==> src/rtl/core/stsk_pkg.sv <==
// shared types for the stirling number block
`timescale 1ns / 1ps
`default_nettype none

package stsk_pkg;

  localparam int unsigned ValW = 64;

  typedef struct packed {
    logic [9:0] n_value;
    logic [5:0] k_value;
  } stsk_in_t;

  typedef struct packed {
    logic [ValW-1:0] stirling_value;
    logic            saturated;
  } stsk_out_t;

  // one step command, shared by every cell in the chain
  typedef struct packed {
    logic clear;
    logic mul;
    logic add;
    logic shift;
  } stsk_cell_ctrl_t;

endpackage

`default_nettype wire

==> src/rtl/core/stsk_cell.sv <==
// one row entry: saturating j*row[j] + row[j-1] over a multiply step and an add step, plus shift-down path
`timescale 1ns / 1ps
`default_nettype none

module stsk_cell #(
  parameter int unsigned J  = 1,
  parameter int unsigned JW = 6
) (
  input  wire logic                       clk_i,
  input  wire stsk_pkg::stsk_cell_ctrl_t  ctrl_i,
  input  wire logic [stsk_pkg::ValW-1:0]  left_val_i,
  input  wire logic                       left_sat_i,
  input  wire logic [stsk_pkg::ValW-1:0]  right_val_i,
  input  wire logic                       right_sat_i,
  output logic      [stsk_pkg::ValW-1:0]  val_o,
  output logic                            sat_o
);

  localparam int unsigned VW = stsk_pkg::ValW;
  localparam logic [JW-1:0] JC = JW'(J);

  logic [VW-1:0]    val_q, val_d;
  logic             sat_q, sat_d;
  logic [VW-1:0]    prod_q;
  logic             povf_q;
  logic [VW+JW-1:0] prod;
  logic [VW:0]      sum;
  logic             ovf;

  assign prod = {{JW{1'b0}}, val_q} * {{VW{1'b0}}, JC};
  assign sum  = {1'b0, prod_q} + {1'b0, left_val_i};
  assign ovf  = povf_q | sum[VW] | left_sat_i;

  always_comb begin
    val_d = val_q;
    sat_d = sat_q;
    if (ctrl_i.clear) begin
      val_d = '0;
      sat_d = 1'b0;
    end else if (ctrl_i.add) begin
      val_d = ovf ? {VW{1'b1}} : sum[VW-1:0];
      sat_d = ovf;
    end else if (ctrl_i.shift) begin
      val_d = right_val_i;
      sat_d = right_sat_i;
    end
  end

  always_ff @(posedge clk_i) begin
    val_q <= val_d;
    sat_q <= sat_d;
    if (ctrl_i.mul) begin
      prod_q <= prod[VW-1:0];
      povf_q <= (|prod[VW+JW-1:VW]) | sat_q;
    end
  end

  assign val_o = val_q;
  assign sat_o = sat_q;

endmodule

`default_nettype wire

==> config.mk <==
export PLATFORM = sky130hd
export DESIGN_NAME = stsk_cell
export DESIGN_NICKNAME = d
export VERILOG_FILES = /design/src/rtl/core/stsk_pkg.sv /design/src/rtl/core/stsk_cell.sv
export SDC_FILE = /design/constraint.sdc
export NUM_CORES = 1
export LEC_CHECK = 0
export ABC_CLOCK_PERIOD_IN_PS = 6180
export BUFFER_PORTS_ARGS = -buffer_cell sky130_fd_sc_hd__buf_2
export CAP_MARGIN = 0
export CORE_UTILIZATION = 40
export DETAILED_ROUTE_END_ITERATION = 6
export GPL_TIMING_DRIVEN = 0
export SYNTH_ARGS = -nofsm -noshare
export SYNTH_HDL_FRONTEND = slang
export SYNTH_SLANG_ARGS = --single-unit
export TNS_END_PERCENT = 50
==> constraint.sdc <==
create_clock -name clk_i -period 6.18 [get_ports clk_i]
set_input_delay 0.927 -clock clk_i [delete_from_list [all_inputs] [get_ports clk_i]]
set_output_delay 0.927 -clock clk_i [all_outputs]
set_load 0.005 [all_outputs]
# == After elaboration in Yosys (flattened, before gate mapping) ==
# Cells that the tools add are included.
# classes
n_addsub,1
mul,0
n_div,0
order_cmp,0
n_eq_ne,0
shifts,0
n_mux,5
bitwise,2
n_reduce_logical,1
# ops
cell,n
two-way mux 64 bit,3
adder 64 x 64 -> 65 bit,1
two-way mux 1 bit,2
bitwise OR 1 bit,2
nonzero test 2 bit,1
# word_totals
reg_bits,130
latch_bits,0
mem_bits_rw,0
rom_bits,0
output_inout_bits,65
wordCells,13
memories,0

# == Logic depth before layout (Yosys ltp) ==
# logic_depth
ltp_word,5
depth_mapped,13

# == Worst setup path after synthesis ==
# OpenSTA, ideal clock, no wires.
# synth_timing
kind,input to register
start,in left_val_i[0] (netlist bit)
end,reg val_q[62] (netlist: val_o[62])
setup_ps,86
arrival_time_ps,3439
path_slack_ps,2656
stages,12
path_buffers,0
path_cell_list,ha_1 -> fa_1 -> a21o_1 -> a221o_1 -> o21ai_2 -> nand3_1 -> a21oi_4 -> o21ai_1 -> a22o_1 -> o31ai_2 -> xor2_1 -> a211oi_1
# synth_between
elab_chain_cells,5
# synth_lines
item,line,source
"start, declared",stsk_cell.sv:11,"input wire logic [stsk_pkg::ValW-1:0] left_val_i,"
adder 64 x 64 -> 65 bit (*),stsk_cell.sv:31,"assign sum = {1'b0, prod_q} + {1'b0, left_val_i};"
bitwise OR 1 bit (2 in series),stsk_cell.sv:32,assign ovf = povf_q | sum[VW] | left_sat_i;
two-way mux 64 bit (*),stsk_cell.sv:41,val_d = ovf ? {VW{1'b1}} : sum[VW-1:0];
two-way mux 64 bit (*),stsk_cell.sv:40,end else if (ctrl_i.add) begin
"end signal, assigned",stsk_cell.sv:50,val_q <= val_d;
"end, declared",stsk_cell.sv:22,"logic [VW-1:0] val_q, val_d;"
# Every way passes the cells marked *; elsewhere a longest branch is shown, timed or not.
# A chain may end at the register's enable or synchronous reset.

# == Worst setup path after layout ==
# layout_timing
start,in left_val_i[0] (netlist bit)
end,reg val_q[63] (netlist: val_o[63])
# Same word-level chain as after synthesis.

==> reports/results.ini <==
[worst_hold_path]
holdPathStages=0
hold_class=reg -> reg

[timing]
drv_slew=0
rsz0062_at_grt=no
skew_ns=0.00968
period_share=0.660
clock.fmax_mhz=245
finalSetupTns_ns=0
hold_viol=0
worst_slew_pin_slew_ns=0.784
setup_viol=0
final.min_clock_period_ns=4.08
hold_ws_ns=0.445
slew-limit-headroom=0.477

[route]
vias_per_cell=5.59
wl_per_cell_um=18.7
first_pass_iters=5
wl_met1_mm=12.7
dr_wl_met3_mm=1.65
highest_layer=met4
routed_wl_mm=27.2
vias=8133
drt_iter0_drc=570
met2_length_mm=12.3
drc=0
ant_nets=0

[placed_design]
place.gp.congestion=0.942
portBuffers=197
dp_hpwl_mm=20.9

[synthesis]
synth_common_cells=171 x a21oi_1, 85 x nand2_1, 66 x nor2_1
avgSynthCellArea_um2=8.91
synthFlopType=edfxtp_1
synth_edf_count=65
ys_ff_latch=130
netlist_area_mm2=0.00850
yosysSeqAreaShare=0.383
async_reset_ff_frac=0
synth_nets=1154
synth_top_area_frac=0.230
synth_most_common_cell=a21oi_1
ys.warnings.count=0
ys_types=72
yosys.area.top_type=edfxtp_1
synth_area_leaders=edfxtp_1 23%, dfxtp_1 15%, a21oi_1 10%
netlist_instances=954

[setup_path]
ff2ff_setup_slack_ns=2.36
critPathCapture=val_o[63]
worst-path-stages=14
crit_chain=buf_2 > ha_1 > fa_1 > a21o_1 > a221o_1 > o21ai_2 > nand3_1 > a21oi_4 > o211ai_2 > a31oi_2 > buf_2 > inv_2 > a21oi_1 > nor3_1
crit_start=left_val_i[0]
critPathLaunchType=primary input
cp_slowest_stage_delay_ns=0.43
worstPathArrival_ns=4.35
path_class=in -> reg
required_ns=6.46
cp_num_buf_inv=3
slowest_stage=a31oi_2
reg2reg_depth=13
r2r_start=prod_q[0]
cp_max_fo=10
r2r-end=val_o[63]
crit_top_cell=buf_2
cp_top_family=compound AO/OA/AOI/OAI gates
cp-end-kind=flop

[pwr]
power_w=0.00286
p_leak_nw=4.52
powerDensity_mw_per_mm2=273
ir_drop_v=0.000178

[clocking]
cts_tree=yes
path_clk_slew_ns=0.06
cts_max_level=4
post-cts-setup-buffers=0
clockBufferDepth=2
hold_buffers=0
cts_resized=0
clock_sinks=130
cts_made_buffers=17
root_buffer=clkbuf_16
clk_latency_ns=0.42

[die]
core_mm2=0.0206
io_pins=200
die_y_um=148
dieArea_mm2=0.0218
fp-row-count=52
start_util=0.413
die_w_um=148

[global_route]
grt_pass1_wl_mm=41.9
antenna_found_initial=2
track_usage=0.252
grt_overflow=0
grt_start_max_net_pins=65
grt_pass1_vias=7774

[cells_and_area]
fill_cells=2051
syn_to_final_growth_pct=23.3
drive_above_1_share=0.222
fin_util=0.510
register_area_mm2=0.00325
multi_input_area_mm2=0.00496
nets=1371

[run_status]
status=completed

[job]
drv_cap=0

[per-layer routing]
metal | global-route usage | vias to the layer above
li1 | - | 4019
met1 | 0.346 | 3780
met2 | 0.400 | 301
met3 | 0.0429 | 33
met4 | 0.0887 | 0
met5 | 0 | -
[worst min path at each step]
stage,start,slack [ns],end
global route,val_o[60],0.45,prod_q[60]
CTS,val_o[59],0.45,prod_q[59]
detailed placement,val_o[60],0.43,prod_q[60]
floorplan,sat_o,0.45,povf_q
global placement,val_o[58],0.43,prod_q[58]
finish,val_o[59],0.45,prod_q[59]
[cell families (layout without fill, tap and decap cells)]
kind of cell	Yosys count	count (layout)	synth area share
other	0	2	0
multiplexers	2	2	0.00236
buffers and inverters	70	300	0.0337
AND/OR/NAND/NOR	241	241	0.132
adder cells (fa/ha/maj)	65	65	0.0966
AO/OA/AOI/OAI	388	388	0.293
flip-flops	130	130	0.383
XOR/XNOR	58	58	0.0598
[state kept, by name, summed over array words and instances, names as in the netlist]
name    flops
val_o      64
povf_q      1
sat_o       1
prod_q     64
[cell usage in the layout, fill, tap and decap left out, types with 6 or more instances in the layout]
master	synthesis	final
nand4_1	17	17
o21bai_1	8	8
nor3_1	10	10
inv_1	13	13
nor2b_1	27	27
buf_2	13	209
a211oi_1	51	51
a221oi_1	6	6
dfxtp_1	65	65
nand2_1	85	85
o21ai_1	18	18
a31oi_1	9	9
nor2_1	66	66
a21oi_1	171	171
xnor2_1	33	33
a21o_1	36	36
clkbuf_16	0	17
xor2_1	25	25
edfxtp_1	65	65
ha_1	64	64
nand3_1	11	11
o21ai_0	32	32
and3_1	6	6
clkbuf_1	41	44
[layout make-up]
type / instances / area share
multi-input combinational: 754 / 0.473
inverter: 14 / 0.00501
timing repair buffer: 198 / 0.0969
buffer: 56 / 0.0223
tap: 270 / 0.0322
clock inverter: 10 / 0.0149
clock buffer: 22 / 0.0443
antenna: 2 / 0.000478
sequential: 130 / 0.310
[metrics by stage]
stage,worst slack (ns),cell area [µm²],cells
global route,2.01,10500,1456
CTS,2.16,10500,1454
finish,2.10,10500,1456
floorplan,2.66,8500,954
global placement,1.66,9820,1421
detailed placement,1.73,9850,1422
[power by group]
group	total [W]	leakage (nW)	switching [W]	internal [W]
Combinational	0.000754	3.01	0.000450	0.000304
Sequential	0.00102	1.20	0.0000396	0.000983
Clock	0.00109	0.304	0.000392	0.000695
Total	0.00286	4.52	0.000881	0.00198
No activity file was read; power rests on OpenSTA's default activity.
